### config.mk
export PLATFORM = sky130hd
export DESIGN_NAME = crt_div
export DESIGN_NICKNAME = d
export VERILOG_FILES = /design/src/hw/rtl/crt_pkg.sv /design/src/hw/rtl/crt_div.sv
export SDC_FILE = /design/constraint.sdc
export NUM_CORES = 1
export LEC_CHECK = 0
export BUFFER_PORTS_ARGS = -buffer_cell sky130_fd_sc_hd__buf_2
export CAP_MARGIN = 20
export CORE_ASPECT_RATIO = 0.75
export CORE_MARGIN = 5
export CORE_UTILIZATION = 48
export DETAILED_ROUTE_END_ITERATION = 16
export PLACE_DENSITY = 0.73
export SYNTH_ARGS = -nofsm -noshare
export SYNTH_HDL_FRONTEND = slang
export SYNTH_SLANG_ARGS = --single-unit
### constraint.sdc
create_clock -name clk -period 1.74 [get_ports clk]
set_input_delay 0.087 -clock clk [delete_from_list [all_inputs] [get_ports clk]]
set_output_delay 0.087 -clock clk [all_outputs]
set_load 0.01 [all_outputs]
### src/hw/rtl/crt_pkg.sv
// Shared types, constants and the weight-rounding function for the Catmull-Rom tessellator.
// Used by the controller, the divider, the datapath, the top level and the testbench. Depends on nothing else.
package crt_pkg;

	// Defaults for the top-level parameters.
	localparam int MAX_SEG_DEFAULT = 63;
	localparam int COORD_BITS_DEFAULT = 16;

	// The segment count register: width and value after reset.
	localparam int SEG_W = 6;
	localparam logic [SEG_W-1:0] SEG_RESET = 6'd16;

	// Parameter t in Q1.16, and the basis weights in signed Q2.16.
	localparam int T_W = 17;
	localparam int W_W = 18;
	localparam logic [T_W-1:0] T_ONE = 17'h10000;
	localparam logic signed [W_W-1:0] W_ONE = 18'sh10000;

	// Width of the exact basis polynomials, twice their value in Q48.
	localparam int POLY_W = 52;

	// Commands from the controller to the datapath.
	typedef struct packed {
		logic load;   // accept a point: shift it in and restart t
		logic issue;  // start one output point down the pipeline
		logic p1;     // the point is the second control point, unchanged
		logic last;   // the point is the last one for this input word
	} crt_cmd_t;

	// Status from the datapath to the controller.
	typedef struct packed {
		logic pipe_busy;  // a point still needs the control points
		logic advance;    // the pipeline moves at this edge
	} crt_status_t;

	// Rounds twice a weight in Q48 to Q2.16, to nearest with halves up.
	function automatic logic signed [W_W-1:0] round_weight(input logic signed [POLY_W-1:0] v);
		logic signed [POLY_W-1:0] sum;
		sum = v + 52'sd4294967296;
		return sum[W_W+32:33];
	endfunction

endpackage

### src/hw/rtl/crt_div.sv
// Serial restoring divider that finds 65536 / n and 65536 % n, one quotient bit per cycle.
// Depends on crt_pkg for the width of t.
module crt_div #(
	parameter int CNT_W = 6
) (
	input  logic                  clk,
	input  logic                  arst_n,
	input  logic                  start,
	input  logic [CNT_W-1:0]      divisor,
	output logic                  busy,
	output logic [crt_pkg::T_W-1:0] quotient,
	output logic [CNT_W-1:0]      remainder
);
	import crt_pkg::*;

	localparam int STEP_W = $clog2(T_W);
	localparam logic [T_W-1:0] DIVIDEND = T_ONE;

	logic              busy_q;
	logic [STEP_W-1:0] step_q;
	logic [CNT_W-1:0]  rem_q;
	logic [T_W-1:0]    quo_q;
	logic [CNT_W:0]    trial;
	logic              fits;

	// One trial subtraction per cycle, dividend bits taken from the top.
	assign trial = {rem_q, DIVIDEND[step_q]};
	assign fits = trial >= {1'b0, divisor};

	always_ff @(posedge clk or negedge arst_n) begin
		if (!arst_n) begin
			busy_q <= 1'b0;
			step_q <= '0;
		end else if (start) begin
			busy_q <= 1'b1;
			step_q <= STEP_W'(T_W - 1);
		end else if (busy_q) begin
			if (step_q == '0) begin
				busy_q <= 1'b0;
			end else begin
				step_q <= step_q - 1'b1;
			end
		end
	end

	// Partial remainder and quotient bits.
	always_ff @(posedge clk) begin
		if (start) begin
			rem_q <= '0;
			quo_q <= '0;
		end else if (busy_q) begin
			if (fits) begin
				rem_q <= CNT_W'(trial - {1'b0, divisor});
			end else begin
				rem_q <= trial[CNT_W-1:0];
			end
			quo_q <= {quo_q[T_W-2:0], fits};
		end
	end

	assign busy = busy_q;
	assign quotient = quo_q;
	assign remainder = rem_q;

endmodule

==> flow_summary.yaml <==
status:
  status: "finished, final reports clean"
power:
  p_total_mw: 2.807
  power_leakage_nw: 1.063
  power_density_mw_per_mm2: 1411
  peakVddDrop_mv: 0.7771
detailed_routing:
  wl_mm: 3.338
  drc: 0
  first_iter_violations: 87
  routed_via_density: 5.234
  wire_per_inst_microns: 13.68
  final_antenna_net_count: 0
  routed-via-count: 1277
  first_pass_iters: 4
clock_network:
  cts.sinks: 29
  cts.path.max_buffers: 2
  clkTransAtPathRegs_ps: 60
  root_buffer: "clkbuf_8"
  cts_max_level: 2
  clkLatencyLatePin_ps: 290
  cts_tree: "built"
  cts_made_buffers: 5
synthesis:
  postSynthAreaPerCell_sq_um: 9.804
  synth_edf_count: 0
  yosysMostFrequentCell: "nor2_1"
  synth_common_cells: "28 x nor2_1, 23 x dfxtp_1, 19 x mux2i_1"
  synthArstFlopShare_pct: 20.69
  synth_cells: 152
  synth_top_area_share_pct: 30.90
  yosys.cell_types.count: 38
  synth_nets: 170
  synthFlopType: "dfxtp_1"
  syn-cell-area_sq_mm: 0.001490
  ys_warn_count: 0
  yosys_register_bits: 29
  yosysTopAreaCell: "dfxtp_1"
  yosysSeqAreaShare_pct: 40.97
  synth.area.top_cells: "dfxtp_1 31%, mux2i_1 13%, dfrtp_1 10%"
min_path:
  hp-class: "input pin to flip-flop"
  holdPathStages: 3
  worstHoldStart: "start"
critical_path:
  setup.worst_path.start: "step_q[4]"
  cp_max_fo: 3
  r2r_cells: 8
  worstPathArrival_ps: 1930
  crit_type: "flip-flop to flip-flop"
  startpoint_type: "flip-flop"
  end_kind: "flip-flop"
  worst_ep_required_time_ps: 1940
  rr_startpoint: "step_q[4]"
sta:
  rsz0062_at_grt: "true"
  setup_viol: 0
  fmax_mhz: 577.7
  hold_ws_ps: 90.16
  tightest_slew_ps: 347.0
  relSlewSlack_pct: 76.79
  slew_viol_final: 0
  clock_skew_ps: 8.017
  hold_viol_final: 0
  period_needed_ps: 1731
  finalCritPeriodShare_pct: 99.48
global_routing:
  overflow: 0
  track_usage_pct: 16.03
  met2_usage_pct: 26.01
  busiest_layer: "met2"
  antenna_found_initial: 0
  grt_pass1_vias: 1173
  use_met3_pct: 4.333
  grt_pass1_wl_mm: 5.299
  use_met1_pct: 20.02
  grt_max_degree: 30
floorplanning:
  die_y_microns: 58.26
  placementRows: 17
  ios: 33
  coreArea_sq_mm: 0.002957
  dieArea_sq_mm: 0.004331
  die_w_microns: 74.34
  initial_core_util_pct: 50.40
flow_run:
  max_cap_violations: 0
layout:
  fillers: 238
  antennaDiodeCount: 0
  drive_gt1_share_pct: 39.81
  area_delta_synth_final_pct: 33.50
  nets: 223
place:
  place_congestion: 0.7866
  dp_hpwl_mm: 2.391
  port_buffers: 32
[flip-flops by register name, indices dropped and copies added (netlist names)]
signal     flops
busy           1
quotient      17
remainder      6
step_q         5
[final cells by class]
type,count,area (sq um),area share [%]
Clock buffer,5,68.82,3.459
Clock inverter,3,17.52,0.8805
Inverter,13,48.80,2.453
Multi-Input combinational cell,103,873.3,43.90
Sequential cell,29,613.1,30.82
Tap cell,38,47.55,2.390
Timing Repair Buffer,53,320.3,16.10
[power by group]
part | total [mW] | internal, mW | switching (mW)
sequential | 0.896 | 0.785 | 0.111
combinational | 1.38 | 0.697 | 0.679
clock | 0.535 | 0.275 | 0.260
[placed cells by master, fill, tap and decap left out, types with 4 or more instances in the layout]
master | synthesis | final
buf_2 | 1 | 32
buf_4 | 0 | 20
clkbuf_8 | 3 | 5
dfrtp_1 | 6 | 6
dfxtp_1 | 23 | 21
ha_4 | 0 | 4
inv_1 | 13 | 11
mux2i_1 | 19 | 19
nand2_1 | 5 | 5
nor2_1 | 28 | 28
[final timing paths]
check | endpoint | slack (ps)
worst max-delay path | remainder[4] | 9
min in group asynchronous | busy | 140
worst min register to register | quotient[9] | 520
worst max register to register | remainder[4] | 9
max in group asynchronous | step_q[0] | 1460
worst min-delay path | busy | 90
[cell families (layout without fill, tap and decap cells)]
| kind of cell | after synthesis | after routing | synth area share [%] |
|---|---|---|---|
| AND/OR/NAND/NOR | 50 | 50 | 16.21 |
| flip-flops | 29 | 29 | 40.97 |
| AO/OA/AOI/OAI | 20 | 20 | 11.42 |
| buffers and inverters | 20 | 74 | 7.641 |
| multiplexers | 19 | 19 | 12.76 |
| adder cells (fa/ha/maj) | 9 | 9 | 8.061 |
| XOR/XNOR | 5 | 5 | 2.939 |
[timing repair]
item / CTS / global route
gates cloned: 0 / 0
endpoints found under the hold margin: 6 / 0
hold buffers: 1 / 0
setup endpoints to repair: 4 / 9
setup buffers: 0 / 3
pin swaps: 4 / 11
gates resized for setup: 6 / 8
[critical path, cell delays in order (launching register included)]
cell	delay, ps
dfrtp_1	360
inv_2	60
ha_4	150
fa_2	340
nand2b_4	150
a21oi_2	120
xor2_1	160
mux2i_1	90
a211oi_1	220
[metal layers]
| layer | up-vias | wire length, microns |
|---|---|---|
| li1 | 630 | - |
| met1 | 603 | 1418 |
| met2 | 33 | 1650 |
| met3 | 11 | 178 |
| met4 | 0 | 91 |
| met5 | - | 0 |
[metrics by stage]
stage | instance area, sq um | utilization (%) | setup TNS, ps | instances | worst slack [ps]
2_1_floorplan | 1535 | - | 0 | 152 | 9.581
3_3_place_gp | 1805 | 61.07 | -25.61 | 232 | -24.72
3_5_place_dp | 1805 | 61.07 | -84.13 | 232 | -35.29
4_1_cts | 1927 | 65.17 | 0 | 241 | 10.75
5_1_grt | 1989 | 67.29 | -401.1 | 244 | -96.56
6_report | 1989 | 67.29 | 0 | 244 | 9.054
(Power assumes the default switching activity.)
