===== config.mk =====
export PLATFORM = sky130hd
export DESIGN_NAME = crt_ctrl
export DESIGN_NICKNAME = d
export VERILOG_FILES = /design/src/hw/rtl/crt_pkg.sv /design/src/hw/rtl/crt_ctrl.sv
export SDC_FILE = /design/constraint.sdc
export NUM_CORES = 1
export LEC_CHECK = 0
export ABC_AREA = 1
export BUFFER_PORTS_ARGS = -buffer_cell sky130_fd_sc_hd__buf_2
export CAP_MARGIN = 30
export CORE_ASPECT_RATIO = 1.1
export CORE_UTILIZATION = 23
export CTS_BUF_LIST = sky130_fd_sc_hd__clkbuf_16
export DETAILED_ROUTE_END_ITERATION = 6
export HOLD_SLACK_MARGIN = 0.1
export PLACE_DENSITY = 0.47
export SYNTH_ARGS = -nofsm -noshare
export SYNTH_HDL_FRONTEND = slang
export SYNTH_SLANG_ARGS = --single-unit

===== constraint.sdc =====
create_clock -name clk -period 1.68 [get_ports clk]
set_input_delay 0.168 -clock clk [delete_from_list [all_inputs] [get_ports clk]]
set_output_delay 0.168 -clock clk [all_outputs]
set_load 0.02 [all_outputs]

===== src/hw/rtl/crt_pkg.sv =====
// Shared types, constants and the weight-rounding function for the Catmull-Rom tessellator.
// Used by the controller, the divider, the datapath, the top level and the testbench. Depends on nothing else.
package crt_pkg;

	// Defaults for the top-level parameters.
	localparam int MAX_SEG_DEFAULT = 63;
	localparam int COORD_BITS_DEFAULT = 16;

	// The segment count register: width and value after reset.
	localparam int SEG_W = 6;
	localparam logic [SEG_W-1:0] SEG_RESET = 6'd16;

	// Parameter t in Q1.16, and the basis weights in signed Q2.16.
	localparam int T_W = 17;
	localparam int W_W = 18;
	localparam logic [T_W-1:0] T_ONE = 17'h10000;
	localparam logic signed [W_W-1:0] W_ONE = 18'sh10000;

	// Width of the exact basis polynomials, twice their value in Q48.
	localparam int POLY_W = 52;

	// Commands from the controller to the datapath.
	typedef struct packed {
		logic load;   // accept a point: shift it in and restart t
		logic issue;  // start one output point down the pipeline
		logic p1;     // the point is the second control point, unchanged
		logic last;   // the point is the last one for this input word
	} crt_cmd_t;

	// Status from the datapath to the controller.
	typedef struct packed {
		logic pipe_busy;  // a point still needs the control points
		logic advance;    // the pipeline moves at this edge
	} crt_status_t;

	// Rounds twice a weight in Q48 to Q2.16, to nearest with halves up.
	function automatic logic signed [W_W-1:0] round_weight(input logic signed [POLY_W-1:0] v);
		logic signed [POLY_W-1:0] sum;
		sum = v + 52'sd4294967296;
		return sum[W_W+32:33];
	endfunction

endpackage


===== src/hw/rtl/crt_ctrl.sv =====
// Controller of the tessellator: segment count register, curve bookkeeping and
// the sequence of output points for each input word. Depends on crt_pkg.
module crt_ctrl #(
	parameter int MAX_SEGMENTS = 63,
	parameter int CNT_W = 6
) (
	input  logic                     clk,
	input  logic                     arst_n,
	input  logic                     cfg_valid,
	output logic                     cfg_ready,
	input  logic [crt_pkg::SEG_W-1:0] segment_count,
	input  logic                     in_valid,
	output logic                     in_ready,
	input  logic                     new_curve,
	output logic                     div_start,
	input  logic                     div_busy,
	output logic [CNT_W-1:0]         seg_n,
	output crt_pkg::crt_cmd_t        cmd,
	input  crt_pkg::crt_status_t     status
);
	import crt_pkg::*;

	typedef enum logic [1:0] {
		ST_DIV_GO,
		ST_DIV_WAIT,
		ST_IDLE,
		ST_EMIT
	} state_t;

	// Segment count as used: zero counts as one, large values are clamped.
	function automatic logic [CNT_W-1:0] clamp_seg(input logic [SEG_W-1:0] v);
		if (v == '0) begin
			return CNT_W'(1);
		end else if (v > SEG_W'(MAX_SEGMENTS)) begin
			return CNT_W'(MAX_SEGMENTS);
		end else begin
			return CNT_W'(v);
		end
	endfunction

	state_t           state_q;
	logic [CNT_W-1:0] n_q;
	logic [CNT_W-1:0] j_q;
	logic [1:0]       seen_q;
	logic             primed_q;
	logic             pend_p1_q;
	logic             accept;
	logic [1:0]       seen_eff;
	logic             primed_eff;

	// An input word waits while a segment count write is offered.
	assign cfg_ready = 1'b1;
	assign in_ready = (state_q == ST_IDLE) && !status.pipe_busy && !cfg_valid;
	assign accept = in_valid && in_ready;

	// A new curve empties the window before the point is counted.
	assign seen_eff = new_curve ? 2'd0 : seen_q;
	assign primed_eff = new_curve ? 1'b0 : primed_q;

	// Commands to the datapath.
	assign div_start = (state_q == ST_DIV_GO);
	assign seg_n = n_q;
	assign cmd.load = accept;
	assign cmd.issue = (state_q == ST_EMIT) && status.advance;
	assign cmd.p1 = pend_p1_q;
	assign cmd.last = !pend_p1_q && (j_q == n_q);

	// State and bookkeeping registers.
	always_ff @(posedge clk or negedge arst_n) begin
		if (!arst_n) begin
			state_q <= ST_DIV_GO;
			n_q <= clamp_seg(SEG_RESET);
			j_q <= '0;
			seen_q <= 2'd0;
			primed_q <= 1'b0;
			pend_p1_q <= 1'b0;
		end else if (cfg_valid) begin
			n_q <= clamp_seg(segment_count);
			state_q <= ST_DIV_GO;
		end else begin
			unique case (state_q)
				ST_DIV_GO: begin
					state_q <= ST_DIV_WAIT;
				end
				ST_DIV_WAIT: begin
					if (!div_busy) begin
						state_q <= ST_IDLE;
					end
				end
				ST_IDLE: begin
					if (accept) begin
						primed_q <= (seen_eff == 2'd3) || primed_eff;
						seen_q <= (seen_eff == 2'd3) ? 2'd3 : seen_eff + 2'd1;
						if (seen_eff == 2'd3) begin
							pend_p1_q <= !primed_eff;
							j_q <= CNT_W'(1);
							state_q <= ST_EMIT;
						end
					end
				end
				ST_EMIT: begin
					if (status.advance) begin
						if (pend_p1_q) begin
							pend_p1_q <= 1'b0;
						end else begin
							j_q <= j_q + 1'b1;
							if (j_q == n_q) begin
								state_q <= ST_IDLE;
							end
						end
					end
				end
			endcase
		end
	end

endmodule


==> metrics.log, run 1 <==
[metrics] Avg WL per Cell: 10.2 um
[metrics] gr usage total: 0.113
[metrics] most frequent cell after synthesis: sky130_fd_sc_hd__nand2_1
[metrics] Area contributors post-synth: sky130_fd_sc_hd__dfrtp_1, sky130_fd_sc_hd__nand2_1, sky130_fd_sc_hd__inv_1
[metrics] count of inserted antenna diode cells: 0
[metrics] net load switching power: 0.599 mW
[metrics] top-area cell type share of the netlist area: 0.379
[metrics] number of placement rows: 26
[metrics] ANT nets after route: 0
[metrics] global-route wire length before repair: 4170 um
[metrics] DIE HEIGHT: 75.3 um
[metrics] first-pass iteration count of the detailed router: 4
[metrics] endpoint of the worst hold path: state_q[1]$_DFFE_PN0P_
[metrics] switching fraction of total power: 0.367
[metrics] synthesized area divided by synthesized cell count: 7.43 sq um
[metrics] number of cell instances on the worst register-to-register path: 8
[metrics] crit path max fanout: 3
[metrics] Total Neg Setup Slack: 0 ns
[metrics] cell types with the highest counts after synthesis: sky130_fd_sc_hd__nand2_1, sky130_fd_sc_hd__inv_1, sky130_fd_sc_hd__nor2_1
[metrics] critical path launch point type: flip-flop
[metrics] P&R area growth vs syn: 23.4%
[metrics] number of input and output port buffers inserted: 25
[metrics] start point of the worst min-delay path: div_busy
[metrics] clock network latency to the later pin of the worst-skew pair: 0.25 ns
[metrics] combinational share of power: 0.311
[metrics] detailed-placement wirelength estimate: 1860 um
[metrics] crit path time final: 1.57 ns
[metrics] final number of hold-violating endpoints: 0
[metrics] initial standard-cell utilization of the core: 0.241
[metrics] DR iter-0 viols: 60
[metrics] cell area power density: 1180 nW/um^2
[metrics] post-synthesis instance total: 151
[metrics] Final Net Count: 193
[metrics] proportion of power drawn by flip-flops and latches: 0.390
[metrics] maximum clock rate: 639 MHz
[metrics] pin count of the biggest net entering global routing: 19
[metrics] kind of end point of the critical path: primary output
[metrics] die footprint: 5160 sq um
[metrics] total congestion overflow after global routing: 0
[metrics] Clk pin slew, worst setup/hold paths: 0.05 ns
[metrics] number of max-slew violations in the final report: 0
[metrics] setup repair after global routing missed its margin: no
[metrics] post-synthesis cell type with the largest combined area: sky130_fd_sc_hd__dfrtp_1
[metrics] synthesized netlist net count: 166
[metrics] overall via count from detail_route: 963
[metrics] Sink Count: 18
[metrics] total number of H-tree levels: 1
[metrics] clock share of power: 0.300
[metrics] fraction of the cycle the final worst path needs: 0.932
[metrics] Final Skew: 0.00201 ns
[metrics] Worst Hold Depth: 2
[metrics] total wirelength of the detailed-routed design: 2390 um
[metrics] via/cell ratio: 4.13
[metrics] number of distinct standard cells referenced by the synthesized netlist: 27
[metrics] path type of the worst min-delay path: primary input to flip-flop
[metrics] worst reg2reg path startpoint: state_q[0]$_DFFE_PN0P_
[metrics] max cap viols: 0
[metrics] vias in the first global route: 924
[metrics] worst-case register-to-register setup slack: 0.31 ns
[metrics] fraction of layout instances using a drive strength above 1: 0.322
[metrics] asr flop ratio synth: 1.00
[metrics] Critical Path Start: seg_n[4]$_DFFE_PN1P_
[metrics] post-synthesis cell area: 1120 sq um
[metrics] type of the setup path with the least slack: flip-flop to primary output
[metrics] post-synthesis register bit count: 18
[metrics] Worst EP required: 1.51 ns
[metrics] num ports: 27
[metrics] TritonCTS clock tree: done
[metrics] result of the run: complete, no violations
[metrics] capture instance of the worst register-to-register path: j_q[5]$_DFFE_PN0P_
[metrics] final setup violation count: 0
[metrics] fraction of the yosys area taken by sequential cells: 0.402
[metrics] count of flip-flops with a built-in enable after synthesis: 0
[metrics] fin util: 0.298
[metrics] remaining design rule violation count: 0
[metrics] GPL Wtd Cong: 0.702
[metrics] Lkg Pwr: 0.705 nW
[metrics] Die X: 68.6 um
[metrics] Max Buffers Root-to-Sink: 2
[metrics] total clock buffers created by CTS: 3
[metrics] antenna violations before repair: 0
[metrics] clock tree root buffer cell: sky130_fd_sc_hd__clkbuf_16
[metrics] Int Pwr: 1.03 mW
[metrics] Yosys warning total: 0
[metrics] arrival time worst endpoint: 1.40 ns
[metrics] VDD IR max: 0.422 mV
[metrics] flip-flop cell with the highest count after synthesis: sky130_fd_sc_hd__dfrtp_1
[metrics] Placeable Area: 4650 sq um
## what timing repair did
action	4_1_cts	5_1_grt
endpoints found under the setup margin	0	1
endpoints found under the hold margin	17	0
gates resized for setup	0	6
hold buffers	1	0
setup buffers	0	1
## how the worst max path moves through the flow
stage	end	slack (ns)	cells after the start
floorplan	cmd[0]	0.31	6
global placement	cmd[0]	0.32	7
detailed placement	j_q[5]$_DFFE_PN0P_	0.32	8
CTS	cmd[0]	0.06	7
global route	cmd[0]	0.0009	7
finish	cmd[0]	0.11	7
## cell families after synthesis
kind of cell | Yosys count | synth area share
buf+inv | 30 | 0.117
other cells | 1 | 0.00334
fa+ha+maj | 1 | 0.0111
compound gates | 25 | 0.139
flops | 18 | 0.402
xor+xnor | 1 | 0.00781
simple gates | 75 | 0.319
## power by group through the flow
| stage | Clock [mW] | Sequential [mW] | Combinational (mW) |
|---|---|---|---|
| 3_5_place_dp | 0 | 0.640 | 0.511 |
| 5_1_grt | 0.529 | 0.654 | 0.596 |
| 4_1_cts | 0.504 | 0.635 | 0.513 |
| 6_report | 0.489 | 0.635 | 0.507 |
| 3_3_place_gp | 0 | 0.639 | 0.517 |
| 2_1_floorplan | 0 | 0.627 | 0.396 |
## sequential cells by signal, summed over array words and instances (netlist names)
name       cells
j_q            6
seg_n          6
seen_q         2
state_q        2
pend_p1_q      1
primed_q       1
## routing by layer
layer / GRT usage / vias up / share of wire
met5: 0 / - / 0
met4: 0.0556 / 0 / 0.023
met3: 0.0318 / 5 / 0.062
met2: 0.176 / 21 / 0.46
met1: 0.141 / 425 / 0.46
li1: - / 512 / -
## stage by stage
step | hold slack [ns] | cell area [sq um] | std cells | total power [mW] | worst slack (ns)
6_report | 0.102 | 1390 | 233 | 1.63 | 0.115
5_1_grt | 0.116 | 1390 | 233 | 1.78 | 0.000871
4_1_cts | 0.100 | 1370 | 232 | 1.65 | 0.0564
3_5_place_dp | 0.139 | 1280 | 227 | 1.15 | 0.324
3_3_place_gp | 0.139 | 1280 | 227 | 1.16 | 0.315
2_1_floorplan | -0.128 | 1120 | 151 | 1.02 | 0.308
## cells in the final DEF, fill, tap and decap left out
master                          count
sky130_fd_sc_hd__a211oi_1           1
sky130_fd_sc_hd__o21ai_0           13
sky130_fd_sc_hd__inv_2              4
sky130_fd_sc_hd__o211ai_1           1
sky130_fd_sc_hd__clkbuf_16          3
sky130_fd_sc_hd__inv_1             22
sky130_fd_sc_hd__buf_4              2
sky130_fd_sc_hd__dfrtp_1           14
sky130_fd_sc_hd__o21ai_2            6
sky130_fd_sc_hd__dlygate4sd3_1      1
sky130_fd_sc_hd__dfrtp_2            3
sky130_fd_sc_hd__nand2_1           36
sky130_fd_sc_hd__dfstp_2            1
sky130_fd_sc_hd__a21oi_2            1
sky130_fd_sc_hd__nor2_4             1
sky130_fd_sc_hd__nand3b_4           1
sky130_fd_sc_hd__nand2_4            1
sky130_fd_sc_hd__conb_1             1
sky130_fd_sc_hd__nand4_1            1
sky130_fd_sc_hd__nand3_1            5
sky130_fd_sc_hd__nor2_1            19
sky130_fd_sc_hd__buf_2             24
sky130_fd_sc_hd__nand2_2            8
sky130_fd_sc_hd__a21oi_1            3
sky130_fd_sc_hd__or2_2              1
sky130_fd_sc_hd__ha_1               1
sky130_fd_sc_hd__nand3_4            1
sky130_fd_sc_hd__xor2_1             1
sky130_fd_sc_hd__nor4_1             1
## worst max-delay path, cell delays in order, from the launching register on
cell and delay [ns]:
sky130_fd_sc_hd__dfstp_2 0.54, sky130_fd_sc_hd__inv_2 0.04, sky130_fd_sc_hd__nand2_2 0.04, sky130_fd_sc_hd__nand2_1 0.04, sky130_fd_sc_hd__nor2_1 0.08, sky130_fd_sc_hd__nand3_1 0.12
sky130_fd_sc_hd__nor2_1 0.13, sky130_fd_sc_hd__buf_4 0.15
## final cells by class
type / instances / area (sq um)
Clock inverter: 1 / 3.75
Fill cell: 510 / 3270
Inverter: 25 / 93.8
Timing Repair Buffer: 27 / 145
Sequential cell: 18 / 455
Multi-Input combinational cell: 103 / 542
Clock buffer: 3 / 75.1
Tap cell: 56 / 70.1
Power figures use the tool's default switching activity.
==> run 2, diff against run 1 <==
==> constraint.sdc (replaced) <==
create_clock -name clk -period 1.68 [get_ports clk]
set_input_delay 0 -clock clk [delete_from_list [all_inputs] [get_ports clk]]
set_output_delay 0 -clock clk [all_outputs]
set_load 0.02 [all_outputs]
==> run 2 against run 1 <==
Clock power fell by 1%. Non-clock buffer count is 9 higher. Wire length is 7.2% higher. Combinational power increased by 7.1%. Worst hold slack gained 0.015 ns. Sequential share of layout area fell by 2.3 points. Count of clock-buffer cells in the layout stayed put. Worst setup slack better by 0.0060 ns. Largest cell class unchanged. Highest routed layer unchanged.
==> metrics.log, run 2 (synthesized netlist as in run 1, its figures left out) <==
[metrics] number of placement rows: 26 (unchanged)
[metrics] Die X: 68.6 um (unchanged)
[metrics] via/cell ratio: 4.14 (+0.18%)
[metrics] Final Skew: 0.00544 ns (+0.00343 ns)
[metrics] kind of end point of the critical path: flip-flop
[metrics] fraction of the cycle the final worst path needs: 0.928 (-0.00358)
[metrics] total number of H-tree levels: 1 (unchanged)
[metrics] area after detailed placement: 1280 sq um (unchanged)
[metrics] number of input and output port buffers inserted: 25 (unchanged)
[metrics] total wirelength of the detailed-routed design: 2560 um (+7.2%)
[metrics] GPL Wtd Cong: 0.699 (-0.40%)
[metrics] detailed-placement wirelength estimate: 1920 um (+3.2%)
[metrics] Lkg Pwr: 0.746 nW (+5.9%)
[metrics] clock tree root buffer cell: sky130_fd_sc_hd__clkbuf_16
[metrics] ANT nets after route: 0 (unchanged)
[metrics] type of the setup path with the least slack: primary input to flip-flop
[metrics] num ports: 27 (unchanged)
[metrics] Total Neg Setup Slack: 0 ns (unchanged)
[metrics] result of the run: complete, no violations
[metrics] max cap viols: 0 (unchanged)
[metrics] capture instance of the worst register-to-register path: state_q[1]$_DFFE_PN0P_
[metrics] first-pass iteration count of the detailed router: 4 (unchanged)
[metrics] total clock buffers created by CTS: 3 (unchanged)
[metrics] pin count of the biggest net entering global routing: 19 (unchanged)
[metrics] fraction of layout instances using a drive strength above 1: 0.280 (-0.0425)
[metrics] overall via count from detail_route: 1,002 (+4.0%)
[metrics] Clk pin slew, worst setup/hold paths: 0.06 ns (about the same)
[metrics] global-route wire length before repair: 4200 um (+0.50%)
[metrics] critical path launch point type: primary input
[metrics] cell area power density: 1120 nW/um^2 (-4.6%)
[metrics] TritonCTS clock tree: done
[metrics] die footprint: 5160 sq um (unchanged)
[metrics] arrival time worst endpoint: 1.74 ns (+0.34 ns)
[metrics] non-filler cells in the finished layout: 242 (+3.9%)
[metrics] worst-case register-to-register setup slack: 0.30 ns (about the same)
[metrics] maximum clock rate: 641 MHz (+0.39%)
[metrics] crit path max fanout: 2 (-1)
[metrics] most used cells in the layout excluding fill and tap cells: sky130_fd_sc_hd__nand2_1, sky130_fd_sc_hd__buf_2, sky130_fd_sc_hd__inv_1
[metrics] commonest non-fill, non-tap cell in the layout: sky130_fd_sc_hd__nand2_1
[metrics] crit path time final: 1.56 ns (-0.00601 ns)
[metrics] Worst EP required: 1.87 ns (+0.36 ns)
[metrics] remaining design rule violation count: 0 (unchanged)
[metrics] number of fillers in the final layout: 509 (-0.20%)
[metrics] VDD IR max: 0.484 mV (+15%)
[metrics] Inst Count DP: 227 (unchanged)
[metrics] vias in the first global route: 939 (+1.6%)
[metrics] setup repair after global routing missed its margin: no
[metrics] Non-Filler Cell Area, Final: 1480 sq um (+6.5%)
[metrics] number of cell instances on the worst register-to-register path: 4 (-4)
[metrics] buffer count from post-CTS setup fixing: 0 (unchanged)
[metrics] Max Buffers Root-to-Sink: 2 (unchanged)
[metrics] Sink Count: 18 (unchanged)
[metrics] Critical Path Start: segment_count[1]
[metrics] worst setup path end: seg_n[0]$_DFFE_PN0P_
[metrics] worst reg2reg path startpoint: state_q[0]$_DFFE_PN0P_
[metrics] DIE HEIGHT: 75.3 um (unchanged)
[metrics] Final Net Count: 202 (+4.7%)
[metrics] path type of the worst min-delay path: primary input to flip-flop
[metrics] gr usage total: 0.113 (-0.000384)
[metrics] number of max-slew violations in the final report: 0 (unchanged)
[metrics] initial standard-cell utilization of the core: 0.241 (unchanged)
[metrics] clock network latency to the later pin of the worst-skew pair: 0.25 ns (about the same)
[metrics] hold_ws: 0.117 ns (+0.0149 ns)
[metrics] final setup violation count: 0 (unchanged)
[metrics] total congestion overflow after global routing: 0 (unchanged)
[metrics] antenna violations before repair: 0 (unchanged)
[metrics] DR iter-0 viols: 41 (-32%)
[metrics] P&R area growth vs syn: 31.4%
[metrics] final number of hold-violating endpoints: 0 (unchanged)
[metrics] Placeable Area: 4650 sq um (unchanged)
[metrics] count of inserted antenna diode cells: 0 (unchanged)
[metrics] Avg WL per Cell: 10.6 um (+3.3%)
==> run 2: changes by cell type in the layout (fill, tap and decap cells not counted), sizes merged <==
cell	previous run	this run
clkinv	0	1
inv	26	25
buf	26	25
dlygate4sd3	1	11
==> run 2: critical path, stage by stage <==
cell	delay, ns
sky130_fd_sc_hd__dlygate4sd3_1	0.53
sky130_fd_sc_hd__buf_2	0.13
sky130_fd_sc_hd__nor4_2	0.31
sky130_fd_sc_hd__nand2_1	0.08
sky130_fd_sc_hd__o211ai_1	0.10
sky130_fd_sc_hd__dlygate4sd3_1	0.59
==> run 2: stage by stage <==
step / utilization / total power [mW] / worst slack, ns
floorplan: - / 1.02 / 0.419
global placement: 0.275 / 1.15 / 0.332
detailed placement: 0.275 / 1.16 / 0.320
CTS: 0.316 / 1.69 / 0.0900
global route: 0.317 / 1.78 / 0.0367
finish: 0.317 / 1.66 / 0.121
==> run 2: final cells by class <==
class	count	area, sq um	share of cell area
Timing Repair Buffer	36	235	0.159
Inverter	25	93.8	0.0636
Multi-Input combinational cell	103	546	0.370
Clock buffer	3	75.1	0.0509
Clock inverter	1	3.75	0.00254
Tap cell	56	70.1	0.0475
Sequential cell	18	452	0.306
==> run 2: power by group <==
part | internal, mW | switching [mW] | total (mW)
combinational | 0.205 | 0.338 | 0.543
clock | 0.317 | 0.167 | 0.484
sequential | 0.530 | 0.101 | 0.631
total | 1.05 | 0.606 | 1.66
==> run 2: worst min path at each step <==
stage                         start               endpoint  cells after the start
after global placement       arst_n   seg_n[1]$_DFFE_PN0P_                      1
after detailed placement     arst_n   seg_n[1]$_DFFE_PN0P_                      1
after CTS                 cfg_valid   seg_n[1]$_DFFE_PN0P_                      3
final                      in_valid  seen_q[1]$_DFFE_PN0P_                      3
after global routing      cfg_valid   seg_n[3]$_DFFE_PN0P_                      3
after floorplan              arst_n     j_q[0]$_DFFE_PN0P_                      0
==> run 2: repair_timing <==
| item | CTS | global route |
|---|---|---|
| hold buffers | 11 | 0 |
| hold endpoints to repair | 26 | 0 |
| endpoints found under the setup margin | 0 | 1 |
| resized for setup | 0 | 1 |
==> run 2: per-layer routing <==
layer	wire [um]	global-route usage	vias up
met5	0	0	-
met4	30	0.0347	0
met3	108	0.0273	4
met2	1210	0.190	20
met1	1210	0.140	446
li1	-	-	532
==> run 3, diff against run 2 <==
--- a/config.mk
+++ b/config.mk
@@ -5,7 +5,6 @@
 export SDC_FILE = /design/constraint.sdc
 export NUM_CORES = 1
 export LEC_CHECK = 0
-export ABC_AREA = 1
 export BUFFER_PORTS_ARGS = -buffer_cell sky130_fd_sc_hd__buf_2
 export CAP_MARGIN = 30
 export CORE_ASPECT_RATIO = 1.1
@@ -14,6 +13,7 @@
 export DETAILED_ROUTE_END_ITERATION = 6
 export HOLD_SLACK_MARGIN = 0.1
 export PLACE_DENSITY = 0.47
+export RECOVER_POWER = 25
 export SYNTH_ARGS = -nofsm -noshare
 export SYNTH_HDL_FRONTEND = slang
 export SYNTH_SLANG_ARGS = --single-unit
==> run 3 against run 2 <==
Flip-flop and latch count unchanged. Utilization grew 0.84 points. Combinational power shrank 62%. Synthesized cell count is 32% lower. Critical endpoint is now cmd[0]. Largest cell class unchanged.
==> metrics.log, run 3 <==
[metrics] worst-case headroom to the max-slew limit: 0.308
[metrics] Yosys warning total: 0 (unchanged)
[metrics] net load switching power: 0.318 mW (-47%)
[metrics] VDD IR max: 0.305 mV (-37%)
[metrics] post-synthesis cell type with the largest combined area: sky130_fd_sc_hd__dfrtp_1
[metrics] top-area cell type share of the netlist area: 0.416 (+0.0366)
[metrics] DR iter-0 viols: 31 (-24%)
[metrics] Int Pwr: 0.885 mW (-16%)
[metrics] fraction of the cycle the final worst path needs: 0.990 (+0.0619)
[metrics] Worst EP required: 1.68 ns (-0.19 ns)
[metrics] critical path launch point type: flip-flop
[metrics] gr usage total: 0.118 (+0.00540)
[metrics] die footprint: 4720 sq um (-8.6%)
[metrics] combinational share of power: 0.171 (-0.156)
[metrics] Avg WL per Cell: 12.8 um (+21%)
[metrics] Sink Count: 18 (unchanged)
[metrics] Worst Hold Depth: 2 (-1)
[metrics] clock network latency to the later pin of the worst-skew pair: 0.25 ns (about the same)
[metrics] P&R area growth vs syn: 36.3%
[metrics] total congestion overflow after global routing: 0 (unchanged)
[metrics] total number of H-tree levels: 1 (unchanged)
[metrics] number of max-slew violations in the final report: 0 (unchanged)
[metrics] worst reg2reg path startpoint: state_q[0]$_DFFE_PN0P_
[metrics] vias in the first global route: 956 (+1.8%)
[metrics] count of inserted antenna diode cells: 0 (unchanged)
[metrics] num ports: 27 (unchanged)
[metrics] post-synthesis cell area: 1020 sq um (-8.8%)
[metrics] DIE HEIGHT: 72.0 um (-4.4%)
[metrics] TritonCTS clock tree: done
[metrics] path type of the worst min-delay path: primary input to flip-flop
[metrics] final setup violation count: 0 (unchanged)
[metrics] overall power: 1.20 mW (-27%)
[metrics] Lkg Pwr: 0.628 nW (-16%)
[metrics] Max Buffers Root-to-Sink: 2 (unchanged)
[metrics] total clock buffers created by CTS: 3 (unchanged)
[metrics] initial standard-cell utilization of the core: 0.239 (-0.00243)
[metrics] fin util: 0.326 (+0.00844)
[metrics] most frequent cell after synthesis: sky130_fd_sc_hd__dfrtp_1
[metrics] antenna violations before repair: 0 (unchanged)
[metrics] overall via count from detail_route: 922 (-8.0%)
[metrics] pin count of the biggest net entering global routing: 19 (unchanged)
[metrics] slew of the pin with the lowest slew margin: 1.04 ns
[metrics] cell area power density: 863 nW/um^2 (-23%)
[metrics] type of the setup path with the least slack: flip-flop to primary output
[metrics] arrival time worst endpoint: 1.66 ns (-0.08 ns)
[metrics] post-synthesis register bit count: 18 (unchanged)
[metrics] kind of end point of the critical path: primary output
[metrics] switching fraction of total power: 0.265 (-0.101)
[metrics] setup repair after global routing missed its margin: yes
[metrics] result of the run: complete, no violations
[metrics] Critical Path Start: j_q[3]$_DFFE_PN0P_
[metrics] total wirelength of the detailed-routed design: 2490 um (-2.8%)
[metrics] number of cell instances on the worst register-to-register path: 4 (unchanged)
[metrics] list of cells traversed by the critical path: xor2_1, or4_4, nor4_4, buf_4
[metrics] GPL Wtd Cong: 0.887 (+27%)
[metrics] fraction of the yosys area taken by sequential cells: 0.441 (+0.0389)
[metrics] Placeable Area: 4290 sq um (-7.9%)
[metrics] final number of hold-violating endpoints: 0 (unchanged)
[metrics] capture instance of the worst register-to-register path: state_q[1]$_DFFE_PN0P_
[metrics] Clk pin slew, worst setup/hold paths: 0.06 ns (about the same)
[metrics] worst-case register-to-register setup slack: 0.15 ns (-0.15 ns)
[metrics] post-synthesis instance total: 102 (-32%)
[metrics] Final Net Count: 156 (-23%)
[metrics] endpoint of the worst hold path: seg_n[0]$_DFFE_PN0P_
[metrics] Critical Path Slowest Stage Cell: sky130_fd_sc_hd__or4_4
[metrics] fraction of layout instances using a drive strength above 1: 0.314 (+0.0347)
[metrics] clock share of power: 0.402 (+0.110)
[metrics] flip-flop cell with the highest count after synthesis: sky130_fd_sc_hd__dfrtp_1
[metrics] synthesized netlist net count: 117 (-30%)
[metrics] remaining design rule violation count: 0 (unchanged)
[metrics] synthesized area divided by synthesized cell count: 10.0 sq um (+35%)
[metrics] number of placement rows: 25 (-3.8%)
[metrics] count of flip-flops with a built-in enable after synthesis: 0 (unchanged)
[metrics] start point of the worst min-delay path: cfg_valid
[metrics] commonest non-fill, non-tap cell in the layout: sky130_fd_sc_hd__buf_2
[metrics] detailed-placement wirelength estimate: 1800 um (-6.4%)
[metrics] ANT nets after route: 0 (unchanged)
[metrics] via/cell ratio: 4.75 (+15%)
[metrics] maximum clock rate: 601 MHz (-6.2%)
[metrics] first-pass iteration count of the detailed router: 4 (unchanged)
[metrics] global-route wire length before repair: 4270 um (+1.8%)
[metrics] most used cells in the layout excluding fill and tap cells: sky130_fd_sc_hd__buf_2, sky130_fd_sc_hd__dfrtp_1, sky130_fd_sc_hd__a21oi_1
[metrics] asr flop ratio synth: 1.00 (unchanged)
[metrics] number of input and output port buffers inserted: 25 (unchanged)
[metrics] crit path time final: 1.66 ns (+0.104 ns)
[metrics] crit path max fanout: 2 (unchanged)
[metrics] delay of the slowest critical-path stage: 0.52 ns (-0.07 ns)
[metrics] max cap viols: 0 (unchanged)
[metrics] proportion of power drawn by flip-flops and latches: 0.427 (+0.046)
[metrics] number of distinct standard cells referenced by the synthesized netlist: 35 (+30%)
[metrics] cell types with the highest counts after synthesis: sky130_fd_sc_hd__dfrtp_1, sky130_fd_sc_hd__a21oi_1, sky130_fd_sc_hd__nor2_1
[metrics] clock tree root buffer cell: sky130_fd_sc_hd__clkbuf_16
[metrics] Final Skew: 0.00625 ns (+0.000809 ns)
[metrics] Area contributors post-synth: sky130_fd_sc_hd__dfrtp_1, sky130_fd_sc_hd__a21oi_1, sky130_fd_sc_hd__mux2_2
[metrics] Die X: 65.6 um (-4.4%)
run 3: cell types whose count changed in the layout (fill, tap and decap cells not counted), sizes merged, moves of 3 or more:
cell | previous run | this run
nor2 | 20 | 7
o21a | 0 | 3
nand2 | 45 | 3
buf | 25 | 31
xor2 | 1 | 6
mux2 | 0 | 5
o21ai | 19 | 6
a21oi | 4 | 12
nor3 | 0 | 3
inv | 25 | 3
run 3: timing repair:
| action | CTS | global route |
|---|---|---|
| endpoints found under the setup margin | 1 | 2 |
| setup buffers | 3 | 0 |
| pin swaps | 0 | 1 |
| endpoints found under the hold margin | 27 | 0 |
| gates cloned | 0 | 0 |
| hold buffers | 10 | 0 |
| gates resized for setup | 1 | 0 |
run 3: per-layer routing:
layer / share of wire / track usage
met3: 0.044 / 0.0299
met2: 0.49 / 0.205
met4: 0.014 / 0.0362
met5: 0 / 0
met1: 0.46 / 0.142
run 3: power groups by stage:
| stage | registers (mW) | logic [mW] | clock network [mW] |
|---|---|---|---|
| 2_1_floorplan | 0.526 | 0.108 | 0 |
| 3_5_place_dp | 0.522 | 0.185 | 0 |
| 4_1_cts | 0.514 | 0.209 | 0.497 |
| 3_3_place_gp | 0.520 | 0.180 | 0 |
| 6_report | 0.514 | 0.206 | 0.484 |
| 5_1_grt | 0.521 | 0.226 | 0.520 |
run 3: stage by stage:
step                setup TNS (ns)  hold slack [ns]  std cells  area [sq um]  setup WS [ns]
floorplan                  -0.0128           -0.296        102          1020        -0.0128
global placement                 0          -0.0222        177          1190          0.195
detailed placement               0          -0.0248        177          1190          0.189
CTS                              0            0.112        194          1400        0.00682
global route               -0.0538            0.141        194          1400        -0.0538
finish                           0            0.110        194          1400         0.0169
run 3: kinds of logic after synthesis:
group / share of synthesized area
DFF: 0.441
buffers and inverters: 0.0636
AOI/OAI and AO/OA: 0.164
and+or+nand+nor: 0.189
other: 0.00366
muxes: 0.0746
adders and majority gates: 0.0122
xor gates and xnor gates: 0.0513
run 3: worst max path at each step:
stage / depth (start not counted) / slack (ns) / to
6_report: 4 / 0.02 / cmd[0]
5_1_grt: 4 / -0.05 / cmd[0]
4_1_cts: 4 / 0.007 / cmd[0]
2_1_floorplan: 4 / -0.01 / state_q[0]$_DFFE_PN0P_
3_5_place_dp: 4 / 0.19 / state_q[0]$_DFFE_PN0P_
3_3_place_gp: 4 / 0.20 / state_q[0]$_DFFE_PN0P_
run 3: layout make-up:
cell class              count  area [sq um]
clock buffers               3          75.1
repair buffers             42           279
fillers                   429          2890
well taps                  54          67.6
multi-input cells          73           507
flip-flops and latches     18           452
clock inverters             1          3.75
inverters                   3          11.3
run 3: critical path, delay by kind of cell (launching register included):
| kind | cells | cell delay (ns) |
|---|---|---|
| xor+xnor | 1 | 0.16 |
| buf+inv | 1 | 0.18 |
| flops | 1 | 0.38 |
| simple gates | 2 | 0.68 |
